### config.mk
export PLATFORM = sky130hd
export DESIGN_NAME = rk6_linear_ode_step_unit
export DESIGN_NICKNAME = d
export VERILOG_FILES = /design/src/sv/rk6_pkg.sv /design/src/sv/rk6_mul.sv /design/src/sv/rk6_linear_ode_step_unit.sv
export SDC_FILE = /design/constraint.sdc
export NUM_CORES = 2
export LEC_CHECK = 0
export CORE_MARGIN = 2
export CORE_UTILIZATION = 25
export CTS_CLUSTER_DIAMETER = 120
export CTS_CLUSTER_SIZE = 14
export DETAILED_ROUTE_END_ITERATION = 6
export DONT_BUFFER_PORTS = 1
export GPL_TIMING_DRIVEN = 0
export SETUP_SLACK_MARGIN = 0.1
export SYNTH_ARGS = -nofsm -noshare
export SYNTH_HDL_FRONTEND = slang
export SYNTH_SLANG_ARGS = --single-unit
### constraint.sdc
create_clock -name clk_i -period 9.4 [get_ports clk_i]
set_input_delay 0.94 -clock clk_i [delete_from_list [all_inputs] [get_ports clk_i]]
set_output_delay 0.94 -clock clk_i [all_outputs]
set_load 0.1 [all_outputs]
### src/sv/rk6_pkg.sv
package rk6_pkg;

  localparam int WORD_W     = 64;
  localparam int DIGIT_W    = 16;
  localparam int NUM_DIGITS = WORD_W / DIGIT_W;
  localparam int STAGES     = 8;
  localparam int STG_W      = $clog2(STAGES);
  localparam int CFG_IDX_W  = 2;

  localparam logic [CFG_IDX_W-1:0] CFG_RATE_LAMBDA   = 2'd0;
  localparam logic [CFG_IDX_W-1:0] CFG_STEP_SIZE     = 2'd1;
  localparam logic [CFG_IDX_W-1:0] CFG_INITIAL_VALUE = 2'd2;

  localparam logic [WORD_W-1:0] SAT_MAX = {1'b0, {(WORD_W-1){1'b1}}};
  localparam logic [WORD_W-1:0] SAT_MIN = {1'b1, {(WORD_W-1){1'b0}}};

  // tableau fractions, row-major a(s,j), then the b weights
  localparam int A_NUM [STAGES*STAGES] = '{
    0,   0,   0,   0,   0,   0,   0,  0,
    1,   0,   0,   0,   0,   0,   0,  0,
    1,   1,   0,   0,   0,   0,   0,  0,
    0,  -4,   5,   0,   0,   0,   0,  0,
    -1, -29,  31,   0,   0,   0,   0,  0,
    3,   8,  -4,   1,  14,   0,   0,  0,
    -17, -5,   1,   1, -13,  11,   0,  0,
    20,  12, -31,  -1,  34, -11,  16,  0
  };
  localparam int A_DEN [STAGES*STAGES] = '{
    1,  1,  1,  1,  1,  1,  1,  1,
    6,  1,  1,  1,  1,  1,  1,  1,
    12, 12,  1,  1,  1,  1,  1,  1,
    1, 33, 11,  1,  1,  1,  1,  1,
    4, 44, 22,  1,  1,  1,  1,  1,
    11, 33, 11, 11, 33,  1,  1,  1,
    48, 12,  1,  1, 12, 16,  1,  1,
    39, 39, 39, 39, 39, 39, 39,  1
  };
  localparam int B_NUM [STAGES] = '{13, 0, 4, 11, 0, 11, 4, 13};
  localparam int B_DEN [STAGES] = '{200, 1, 25, 40, 1, 40, 25, 200};

  typedef struct packed {
    logic [WORD_W-1:0] value;
    logic              sat;
  } mul_res_t;

  // fraction to signed fixed point, rounded to nearest, by restoring division
  function automatic logic [WORD_W-1:0] frac_to_fixed(int num, int den, int frac_bits);
    logic [WORD_W-1:0] n;
    logic [WORD_W-1:0] d;
    logic [WORD_W-1:0] rem;
    logic [WORD_W-1:0] ip;
    logic [WORD_W-1:0] fr;
    logic [WORD_W-1:0] mag;
    n   = (num < 0) ? WORD_W'(-num) : WORD_W'(num);
    d   = WORD_W'(den);
    rem = n;
    ip  = '0;
    fr  = '0;
    for (int i = 0; i < 32; i++) begin
      if (rem >= d) begin
        rem = rem - d;
        ip  = ip + WORD_W'(1);
      end
    end
    for (int i = 0; i < frac_bits; i++) begin
      rem = rem << 1;
      fr  = fr << 1;
      if (rem >= d) begin
        rem   = rem - d;
        fr[0] = 1'b1;
      end
    end
    mag = (ip << frac_bits) + fr;
    if ((rem << 1) >= d) begin
      mag = mag + WORD_W'(1);
    end
    return (num < 0) ? (~mag + WORD_W'(1)) : mag;
  endfunction

endpackage

### src/sv/rk6_mul.sv
module rk6_mul #(
  parameter int FRAC_BITS = 48
) (
  input  logic                       clk_i,
  input  logic                       rst_ni,
  input  logic                       start_i,
  input  logic [rk6_pkg::WORD_W-1:0] x_i,
  input  logic [rk6_pkg::WORD_W-1:0] y_i,
  output logic                       done_o,
  output rk6_pkg::mul_res_t          res_o
);

  localparam int W   = rk6_pkg::WORD_W;
  localparam int DW  = rk6_pkg::DIGIT_W;
  localparam int ND  = rk6_pkg::NUM_DIGITS;
  localparam int CW  = $clog2(ND);
  localparam logic [W-1:0] ROUND = W'(1) << (FRAC_BITS - 1);

  logic [W-1:0]      ma_q;
  logic [W-1:0]      mb_q;
  logic [W-1:0]      upper_q;
  logic [W-1:0]      low_q;
  logic              neg_q;
  logic [CW-1:0]     cnt_q;
  logic              run_q;
  logic              fin_q;
  logic              done_q;
  rk6_pkg::mul_res_t res_q;

  logic [W+DW-1:0]   partial;
  logic [2*W-1:0]    full;
  logic [W-1:0]      mag;
  logic              over;
  logic [W-1:0]      x_abs;
  logic [W-1:0]      y_abs;

  assign x_abs = x_i[W-1] ? (~x_i + W'(1)) : x_i;
  assign y_abs = y_i[W-1] ? (~y_i + W'(1)) : y_i;

  // one 16-bit digit of the multiplier per cycle, low part shifts out
  assign partial = (W+DW)'(ma_q) * (W+DW)'(mb_q[DW-1:0]) + (W+DW)'(upper_q);

  assign full = {upper_q, low_q};
  assign mag  = full[FRAC_BITS+W-1:FRAC_BITS];
  assign over = (|full[2*W-1:FRAC_BITS+W]) ||
                (mag[W-1] && (!neg_q || (|mag[W-2:0])));

  always_ff @(posedge clk_i or negedge rst_ni) begin
    if (!rst_ni) begin
      run_q  <= 1'b0;
      fin_q  <= 1'b0;
      done_q <= 1'b0;
      cnt_q  <= '0;
    end else begin
      done_q <= fin_q;
      fin_q  <= 1'b0;
      if (start_i) begin
        run_q <= 1'b1;
        cnt_q <= '0;
      end else if (run_q) begin
        cnt_q <= cnt_q + CW'(1);
        if (cnt_q == CW'(ND - 1)) begin
          run_q <= 1'b0;
          fin_q <= 1'b1;
        end
      end
    end
  end

  always_ff @(posedge clk_i) begin
    if (start_i) begin
      ma_q    <= x_abs;
      mb_q    <= y_abs;
      neg_q   <= x_i[W-1] ^ y_i[W-1];
      upper_q <= ROUND;
    end else if (run_q) begin
      upper_q <= partial[W+DW-1:DW];
      low_q   <= {partial[DW-1:0], low_q[W-1:DW]};
      mb_q    <= mb_q >> DW;
    end
    if (fin_q) begin
      res_q.sat <= over;
      if (over) begin
        res_q.value <= neg_q ? rk6_pkg::SAT_MIN : rk6_pkg::SAT_MAX;
      end else begin
        res_q.value <= neg_q ? (~mag + W'(1)) : mag;
      end
    end
  end

  assign done_o = done_q;
  assign res_o  = res_q;

endmodule

### src/sv/rk6_linear_ode_step_unit.sv
// channel   direction  handshake                  payload
// in        input      in_valid_i / in_stall_o    restart_i
// out       output     out_valid_o / out_stall_i  z_value_o, saturated_o
// cfg       input      cfg_we_i                   cfg_idx_i, cfg_wdata_i
//
// a restart item is taken in the idle state and loads its result directly; a step item runs
// from its accept through 53 products (issue, four 16-bit digits, round, done, update) on one
// shared multiplier, then a finish state that waits until the output register is free.
// reset loads the register defaults and z = initial value, no clearing pass.
// a stalled output holds the next item back; the input is taken only
// when the block is idle and the output register is free or being taken.
module rk6_linear_ode_step_unit #(
  parameter int FRAC_BITS = 48
) (
  input  logic                                 clk_i,
  input  logic                                 rst_ni,
  input  logic                                 in_valid_i,
  output logic                                 in_stall_o,
  input  logic                                 restart_i,
  output logic                                 out_valid_o,
  input  logic                                 out_stall_i,
  output logic signed [rk6_pkg::WORD_W-1:0]    z_value_o,
  output logic                                 saturated_o,
  input  logic                                 cfg_we_i,
  input  logic [rk6_pkg::CFG_IDX_W-1:0]        cfg_idx_i,
  input  logic [rk6_pkg::WORD_W-1:0]           cfg_wdata_i
);

  localparam int W  = rk6_pkg::WORD_W;
  localparam int NS = rk6_pkg::STAGES;
  localparam int SW = rk6_pkg::STG_W;
  localparam logic [W-1:0] ONE_FIX = W'(1) << FRAC_BITS;
  localparam logic [W-1:0] DT_RST  = ONE_FIX / W'(400);

  typedef enum logic [4:0] {
    ST_IDLE   = 5'b00001,
    ST_ISSUE  = 5'b00010,
    ST_WAIT   = 5'b00100,
    ST_UPDATE = 5'b01000,
    ST_FINISH = 5'b10000
  } state_e;

  typedef enum logic [4:0] {
    PH_A   = 5'b00001,
    PH_DT  = 5'b00010,
    PH_LAM = 5'b00100,
    PH_B   = 5'b01000,
    PH_Z   = 5'b10000
  } phase_e;

  logic [W-1:0] a_tab [NS*NS];
  logic [W-1:0] b_tab [NS];

  for (genvar g = 0; g < NS*NS; g++) begin : g_a_coef
    localparam logic [W-1:0] COEF =
      rk6_pkg::frac_to_fixed(rk6_pkg::A_NUM[g], rk6_pkg::A_DEN[g], FRAC_BITS);
    assign a_tab[g] = COEF;
  end

  for (genvar g = 0; g < NS; g++) begin : g_b_coef
    localparam logic [W-1:0] COEF =
      rk6_pkg::frac_to_fixed(rk6_pkg::B_NUM[g], rk6_pkg::B_DEN[g], FRAC_BITS);
    assign b_tab[g] = COEF;
  end

  state_e       state_q, state_d;
  phase_e       phase_q, phase_d;
  logic [SW-1:0] s_q, s_d;
  logic [SW-1:0] j_q, j_d;
  logic [W-1:0] acc_q, acc_d;
  logic [W-1:0] z_q, z_d;
  logic         sat_q, sat_d;
  logic         out_valid_q, out_valid_d;
  logic [W-1:0] out_z_q, out_z_d;
  logic         out_sat_q, out_sat_d;
  logic [W-1:0] lambda_q;
  logic [W-1:0] dt_q;
  logic [W-1:0] init_q;
  logic [W-1:0] k_q [NS];
  logic         k_we;

  logic              mul_start;
  logic [W-1:0]      mul_x;
  logic [W-1:0]      mul_y;
  logic              mul_done;
  rk6_pkg::mul_res_t mul_res;

  logic [SW-1:0] k_idx;
  logic [W-1:0]  add_base;
  logic [W-1:0]  add_sum;
  logic          add_over;
  logic [W-1:0]  add_val;
  logic          in_accept;
  logic          out_free;

  assign out_free   = !out_valid_q || !out_stall_i;
  assign in_stall_o = (state_q != ST_IDLE) || !out_free;
  assign in_accept  = in_valid_i && !in_stall_o;

  assign k_idx = (phase_q == PH_A) ? j_q : s_q;

  always_comb begin
    unique case (phase_q)
      PH_A: begin
        mul_x = a_tab[{s_q, j_q}];
        mul_y = k_q[k_idx];
      end
      PH_B: begin
        mul_x = b_tab[s_q];
        mul_y = k_q[k_idx];
      end
      PH_LAM: begin
        mul_x = lambda_q;
        mul_y = acc_q;
      end
      PH_DT, PH_Z: begin
        mul_x = dt_q;
        mul_y = acc_q;
      end
      default: begin
        mul_x = '0;
        mul_y = '0;
      end
    endcase
  end

  assign mul_start = (state_q == ST_ISSUE);

  rk6_mul #(
    .FRAC_BITS(FRAC_BITS)
  ) u_mul (
    .clk_i  (clk_i),
    .rst_ni (rst_ni),
    .start_i(mul_start),
    .x_i    (mul_x),
    .y_i    (mul_y),
    .done_o (mul_done),
    .res_o  (mul_res)
  );

  // saturating add of the product onto the running sum or onto z
  assign add_base = (phase_q == PH_A || phase_q == PH_B) ? acc_q : z_q;
  assign add_sum  = add_base + mul_res.value;
  assign add_over = (add_base[W-1] == mul_res.value[W-1]) &&
                    (add_sum[W-1] != add_base[W-1]);
  assign add_val  = add_over ? (add_base[W-1] ? rk6_pkg::SAT_MIN : rk6_pkg::SAT_MAX)
                             : add_sum;

  always_comb begin
    state_d     = state_q;
    phase_d     = phase_q;
    s_d         = s_q;
    j_d         = j_q;
    acc_d       = acc_q;
    z_d         = z_q;
    sat_d       = sat_q;
    out_valid_d = out_valid_q && out_stall_i;
    out_z_d     = out_z_q;
    out_sat_d   = out_sat_q;
    k_we        = 1'b0;
    unique case (state_q)
      ST_IDLE: begin
        if (in_accept) begin
          if (restart_i) begin
            z_d         = init_q;
            out_valid_d = 1'b1;
            out_z_d     = init_q;
            out_sat_d   = 1'b0;
          end else begin
            s_d     = '0;
            j_d     = '0;
            phase_d = PH_DT;
            acc_d   = '0;
            sat_d   = 1'b0;
            state_d = ST_ISSUE;
          end
        end
      end
      ST_ISSUE: begin
        state_d = ST_WAIT;
      end
      ST_WAIT: begin
        if (mul_done) begin
          state_d = ST_UPDATE;
        end
      end
      ST_UPDATE: begin
        state_d = ST_ISSUE;
        unique case (phase_q)
          PH_A: begin
            acc_d = add_val;
            sat_d = sat_q | mul_res.sat | add_over;
            if (j_q == SW'(s_q - SW'(1))) begin
              phase_d = PH_DT;
            end else begin
              j_d = j_q + SW'(1);
            end
          end
          PH_DT: begin
            acc_d   = add_val;
            sat_d   = sat_q | mul_res.sat | add_over;
            phase_d = PH_LAM;
          end
          PH_LAM: begin
            k_we  = 1'b1;
            acc_d = '0;
            sat_d = sat_q | mul_res.sat;
            if (s_q == SW'(NS - 1)) begin
              s_d     = '0;
              phase_d = PH_B;
            end else begin
              s_d     = s_q + SW'(1);
              j_d     = '0;
              phase_d = PH_A;
            end
          end
          PH_B: begin
            acc_d = add_val;
            sat_d = sat_q | mul_res.sat | add_over;
            if (s_q == SW'(NS - 1)) begin
              phase_d = PH_Z;
            end else begin
              s_d = s_q + SW'(1);
            end
          end
          PH_Z: begin
            z_d     = add_val;
            sat_d   = sat_q | mul_res.sat | add_over;
            state_d = ST_FINISH;
          end
          default: begin
            state_d = ST_IDLE;
          end
        endcase
      end
      ST_FINISH: begin
        if (out_free) begin
          out_valid_d = 1'b1;
          out_z_d     = z_q;
          out_sat_d   = sat_q;
          state_d     = ST_IDLE;
        end
      end
      default: begin
        state_d = ST_IDLE;
      end
    endcase
  end

  always_ff @(posedge clk_i or negedge rst_ni) begin
    if (!rst_ni) begin
      state_q     <= ST_IDLE;
      phase_q     <= PH_DT;
      s_q         <= '0;
      j_q         <= '0;
      acc_q       <= '0;
      z_q         <= ONE_FIX;
      sat_q       <= 1'b0;
      out_valid_q <= 1'b0;
    end else begin
      state_q     <= state_d;
      phase_q     <= phase_d;
      s_q         <= s_d;
      j_q         <= j_d;
      acc_q       <= acc_d;
      z_q         <= z_d;
      sat_q       <= sat_d;
      out_valid_q <= out_valid_d;
    end
  end

  always_ff @(posedge clk_i) begin
    out_z_q   <= out_z_d;
    out_sat_q <= out_sat_d;
    if (k_we) begin
      k_q[s_q] <= mul_res.value;
    end
  end

  always_ff @(posedge clk_i or negedge rst_ni) begin
    if (!rst_ni) begin
      lambda_q <= ONE_FIX;
      dt_q     <= DT_RST;
      init_q   <= ONE_FIX;
    end else if (cfg_we_i) begin
      unique case (cfg_idx_i)
        rk6_pkg::CFG_RATE_LAMBDA:   lambda_q <= cfg_wdata_i;
        rk6_pkg::CFG_STEP_SIZE:     dt_q     <= cfg_wdata_i;
        rk6_pkg::CFG_INITIAL_VALUE: init_q   <= cfg_wdata_i;
        default: begin
        end
      endcase
    end
  end

  assign out_valid_o = out_valid_q;
  assign z_value_o   = out_z_q;
  assign saturated_o = out_sat_q;

  a_done_in_wait: assert property (@(posedge clk_i) disable iff (!rst_ni)
    mul_done |-> state_q == ST_WAIT)
    else $error("multiplier result arrived outside the wait state");

  a_issue_then_wait: assert property (@(posedge clk_i) disable iff (!rst_ni)
    state_q == ST_ISSUE |=> state_q == ST_WAIT)
    else $error("issue not followed by wait");

  a_step_starts: assert property (@(posedge clk_i) disable iff (!rst_ni)
    (in_accept && !restart_i) |=> (state_q == ST_ISSUE && phase_q == PH_DT && acc_q == '0))
    else $error("step item did not start at the first stage");

  a_restart_result: assert property (@(posedge clk_i) disable iff (!rst_ni)
    (in_accept && restart_i) |=> (out_valid_o && !saturated_o && z_value_o == z_q))
    else $error("restart item did not present the reloaded value");

endmodule

# [After elaboration in Yosys (flattened, before gate mapping)]
# Memories as Yosys holds them, arrays and structs flattened.
# Cells that the tools add are included.
[totals] ff_bits=730 ramBits=512 romBits=4608 inputBits=72 output_inout_bits=67 wordCells=193 mem_count=3
[mem_list] name="(name not given)" depth=64 word_bits=64 rd=1 rd_clocked_by_memory_dff=0 wr=0 line_no="rk6_linear_ode_step_unit.sv:105" source="mul_x = a_tab[{s_q, j_q}];"
[mem_list] name="(name not given)" depth=8 word_bits=64 rd=1 rd_clocked_by_memory_dff=0 wr=0 line_no="rk6_linear_ode_step_unit.sv:109" source="mul_x = b_tab[s_q];"
[mem_list] name="k_q" depth=8 word_bits=64 rd=1 rd_clocked_by_memory_dff=0 wr=1 line_no="rk6_linear_ode_step_unit.sv:79" source="logic [W-1:0] k_q [NS];"
[classes] n_addsub=9 multipliers=1 n_lt_le_gt_ge=2 n_eq_ne=34 muxes=72 n_bitwise=9 reduce_logical=38
[op_table] op="64-bit 2-to-1 mux" count=19
[op_table] op="64-bit one-hot mux with 2 select lines" count=5
[op_table] op="64-bit one-hot mux with 4 select lines" count=1
[op_table] op="64-bit by 1-bit adder with 64-bit output, second input constant" count=3
[op_table] op="64-bit inverter" count=3
[op_table] op="80-bit by 64-bit adder with 80-bit output" count=1
[op_table] op="64-bit by 16-bit multiplier with 80-bit output" count=1
[op_table] op="64-bit adder" count=1
[op_table] op="63-bit 2-to-1 mux" count=1
[op_table] op="63-bit OR reduction" count=1
[op_table] op="5-bit 2-to-1 mux" count=6
[op_table] op="5-bit one-hot mux with 5 select lines" count=1
[op_table] op="3-bit one-hot mux with 2 select lines" count=4
[op_table] op="3-bit 2-to-1 mux" count=7
[op_table] op="5-bit one-hot mux with 2 select lines" count=2
[op_table] op="5-bit one-hot mux with 4 select lines" count=1
[op_table] op="4-bit AND reduction" count=5
[op_table] op="1-bit 2-to-1 mux" count=18
[op_table] op="16-bit OR reduction" count=1
[op_table] op="3-bit != test, second input constant" count=5
[op_table] op="3-bit by 2-bit != test with 1-bit output, second input constant" count=4
[op_table] op="6-bit AND reduction" count=2
[op_table] op="5-bit by 1-bit equality test with 1-bit output, second input constant" count=2
[op_table] op="5-bit by 2-bit equality test with 1-bit output, second input constant" count=2
[op_table] op="36 further kinds" count=69

# [Longest topological paths before layout]
[logic_depth] depth_word=9 ltp_mapped=34 mapped_depth_nobuf=26

# [Modules after synthesis]
# Synthesis repeated with hierarchy kept, for this count alone.
[unflattened] cells_unflattened=9330 hier_area_um2=91159.9
[by_module_without_submodules] module="rk6_mul" n_inst=1 cells_per_inst=5356 area_per_inst_um2=47644.4 seq_area_each_um2=7712.4
[by_module_without_submodules] module="rk6_linear_ode_step_unit" n_inst=1 cells_per_inst=3974 area_per_inst_um2=43515.5 seq_area_each_um2=25816.0

# [Worst setup path after synthesis]
# OpenSTA, ideal clock, no wires.
[synth_path] path_type="reg2reg" startpoint="register u_mul.mb_q[1]" endpoint="register u_mul.upper_q[60]" setup_ps=225 arrival_time_ps=6597 required_time_ps=9175 slack_ps=2578 stages_incl_launch_ff=27 path_buffers=3 synth_period_minus_slack_ps=6822 cell_sequence="edfxtp_1 clkbuf_1 clkbuf_1 nand2_1 fa_1 fa_1 fa_1 inv_1 fa_1 fa_1 inv_1 fa_1 inv_1 ha_1 clkbuf_1 nand4_1 or2_2 or3_1 a21oi_1 o2111ai_1 a21o_1 a31oi_1 a311o_1 nand4_1 o21ai_1 xnor2_1 o22ai_1"
[synth_via] elab_chain_len=2
[synth_lines] item="from (decl)" line_no="rk6_mul.sv:20" source="logic [W-1:0] mb_q;"
[synth_lines] item="from (signal assigned)" line_no="rk6_mul.sv:73" source="mb_q <= y_abs;"
[synth_lines] item="from (signal assigned)" line_no="rk6_mul.sv:79" source="mb_q <= mb_q >> DW;"
[synth_lines] item="64-bit by 16-bit multiplier with 80-bit output" line_no="rk6_mul.sv:41" source="assign partial = (W+DW)'(ma_q) * (W+DW)'(mb_q[DW-1:0]) + (W+DW)'(upper_q);"
[synth_lines] item="80-bit by 64-bit adder with 80-bit output" line_no="rk6_mul.sv:41"
[synth_lines] item="to (signal assigned)" line_no="rk6_mul.sv:77" source="upper_q <= partial[W+DW-1:DW];"
[synth_lines] item="to (decl)" line_no="rk6_mul.sv:21" source="logic [W-1:0] upper_q;"
# Every way passes these cells.
# A chain may end at the register's enable or synchronous reset.

# [Worst setup path after layout]
[layout_path] startpoint="register u_mul.mb_q[15]" endpoint="register u_mul.upper_q[36]"
# The elaborated chain is that of the path after synthesis.

==> metrics.txt <==
Syn Inst Count=between 8000 and 9000; count of pins over their slew limit=0; PortBufs=0; CP max FO=12; Starting Density=approximately 25%; Hold WC Path Type=in2async; Max-Cap Viols=0; first-pass GRT wire length=between 500000 and 600000 µm; share of layout cells above drive strength 1=roughly 7.0%; post-synth top area cell=edfxtp_1; worst path cell trace=clkbuf_2 -> clkbuf_1 -> and2_1 -> fa_1 -> fa_1 -> fa_1 -> fa_1 -> fa_1 -> inv_1 -> fa_1 -> inv_1 -> ha_1 -> clkbuf_1 -> and3_1 -> and4_1 -> nand2_1 -> a2111oi_0 -> a2111o_1 -> a21oi_1 -> o21a_1 -> o31a_1 -> o21ai_1 -> xnor2_1 -> o22ai_1; Rows=220; Post-Synth Simple-Gate Area=a little over an eighth; Setup crit start kind=flip-flop; DR vias=between 70000 and 80000; DP HPWL=around 280000 µm; cell at the slowest stage of the critical path=clkbuf_1; CP required=between 9 and 10 ns; status=finished, violations left; top post-synthesis cells by count=nand2_1, inv_1, fa_1, edfxtp_1, clkbuf_1; reg-to-reg setup timing slack=between 0.15 and 0.2 ns; Slew headroom=roughly 5.1%; htree depth=3; failing checks=design-rule violations; worst skew pair latency=a little under 0.8 ns; RSZ-0062 raised after global routing=false; minimum clock period=~9 ns; critical path arrival=roughly 10 ns; Distinct cells, synth=105; final hold vios=0; core area=between 300000 and 400000 µm²; Tot GR Track Use=just under 20%; buffer levels on the longest clock path=3; count leader, synth=nand2_1; initial antenna violation count=29; worst-margin pin slew=between 1 and 1.5 ns; TNS Setup=0 ns; final RePlAce weighted congestion=around 1; Post-synth EDFFs=between 700 and 800; drt wl/cell=around 26 µm; Place WS=-2.106 ns; CP endpoint kind=flip-flop; Mapped Area=roughly 90000 µm²; main flop type after synthesis=edfxtp_1; met2 wire len=~160000 µm; CTS Sinks=between 1000 and 1500; CP Class=reg2reg; mux contribution to synthesized area=under 10%; ys async rst share=between 20% and 30%; Clock Skew=slightly below 0.06 ns; area fraction of the dominant cell type after synthesis=between 20% and 30%; Metal-1 WL=~140000 µm; Detail Route Antenna Nets=0; Avg Cell Area, Syn=10.17 µm²; DIE HEIGHT=between 600 and 700 µm; Die Wd=between 600 and 700 µm; final worst slack=0.1747 ns; Final Cycle Share=98.14%; CP peak stage delay=approximately 1.1 ns; Pre-Repair DR Iteration Count=7; CTS clk-pin slew, worst paths=roughly 0.070 ns; Final setup viols=0; area of the die=~370000 µm²; main combinational cell family by area after synthesis=adder cells; register area share after synthesis=37.11%; Routed Wire Length=roughly 360000 µm; Yosys reg bits=about 1200; Mapped Nets=approximately 10000; Synth Area in Adders=between 20% and 30%; Synth Area in XOR/XNOR=approximately 2.5%; CTS Root Cell=clkbuf_16; design area=100200 µm²; CTS tree=built; Yosys warnings=0; CP dominant cell by count=fa_1; Compound-Gate Fraction of Synth Area=10.75%; vias per cell=between 5 and 6; I/O Pins=approximately 140; dpl cells=13690; DRC viols=4; post-route insts no fill=between 10000 and 15000; highest routed layer=met5; pin count of the biggest net entering global routing=about 320; GRT overflow=0; ranking of synthesized cells by area=edfxtp_1, fa_1, dfrtp_1; nets@finish=~10000; dpl cell area=just under 100000 µm²; number of global-route vias before repair=69220; Iter 0 DRT Violations=7896; Max Fclk=~110 MHz; Area Overhead vs Synth=10.85%; met3 wire len=approximately 34000 µm; CTS Buf Count=between 90 and 100
stage by stage:
| stage | utilization, % | hold slack [ns] |
|---|---|---|
| 6_report | 27.86 | 0.04814 |
| 5_1_grt | 27.85 | 0.02549 |
| 4_1_cts | 27.78 | 0.0004097 |
| 3_5_place_dp | 26.99 | 0.4931 |
| 3_3_place_gp | 26.79 | 0.4880 |
| 2_1_floorplan | - | 0.4673 |
placed cells by master (no fill, tap or decap), drive strengths merged, types with 318 or more instances in the layout:
master	n
o21ai	321
a21oi	382
edfxtp	787
inv	1177
nand2	1535
dfrtp	318
nor2	329
and2	372
clkbuf	545
fa	932
cell families after synthesis:
kind of cell / Yosys count
multiplexers: 386
XOR/XNOR: 263
AO/OA/AOI/OAI: 1472
adder cells (fa/ha/maj): 1169
flip-flops: 1194
AND/OR/NAND/NOR: 2718
buffers and inverters: 1682
final timing paths:
kind	cells after the start	from	end
max	24	u_mul.mb_q[15]	u_mul.upper_q[36]
min	0	rst_ni	phase_q[1]
max reg2reg	24	u_mul.mb_q[15]	u_mul.upper_q[36]
min reg2reg	1	lambda_q[10]	lambda_q[10]
max in group asynchronous	2	rst_ni	dt_q[60]
min in group clk_i	1	cfg_wdata_i[26]	init_q[26]
per-layer routing:
| layer | global-route usage, % | vias up |
|---|---|---|
| li1 | - | 29860 |
| met5 | 0 | - |
| met4 | 9.950 | 8 |
| met1 | 24.80 | 36260 |
| met3 | 4.049 | 696 |
| met2 | 30.37 | 3652 |
state kept, by name, indices dropped and copies added, names as in the netlist, 2 cells and up:
name	count
phase_q	5
acc_q	64
z_q	64
dt_q	64
state_q	5
u_mul.mb_q	64
j_q	3
u_mul.low_q	16
k_q	512
u_mul.cnt_q	2
init_q	64
s_q	3
u_mul.ma_q	64
z_value_o	64
u_mul.upper_q	64
u_mul.res_o	65
lambda_q	64
critical path: cells and delay by family, from the launching register on:
kind                       cells  cell delay [ns]
AOI/OAI and AO/OA              7             2.04
xor gates and xnor gates       1             0.31
adders and majority gates      7             3.13
buffers and inverters          5             2.08
DFF                            1             0.32
and+or+nand+nor                4             1.12
repair_timing:
item	CTS	global route
setup endpoints to repair	132	146
pin swaps	0	1
resized for setup	27	50
hold buffers	2	0
hold endpoints to repair	318	0
setup buffers	0	15
final cells by class:
class                   instances  area, µm²
repair buffers                 51      852.1
diodes                         26      65.06
fillers                     38060     259300
inverters                    1173       4403
well taps                    4773       5972
clock inverters                 9      112.6
flip-flops and latches       1194      33530
plain buffers                 499       2186
multi-input cells            6008      50390
clock buffers                 159       2639
Power is not shown: default switching activity piles up to over one toggle a cycle in this logic, so the estimate is an artifact.
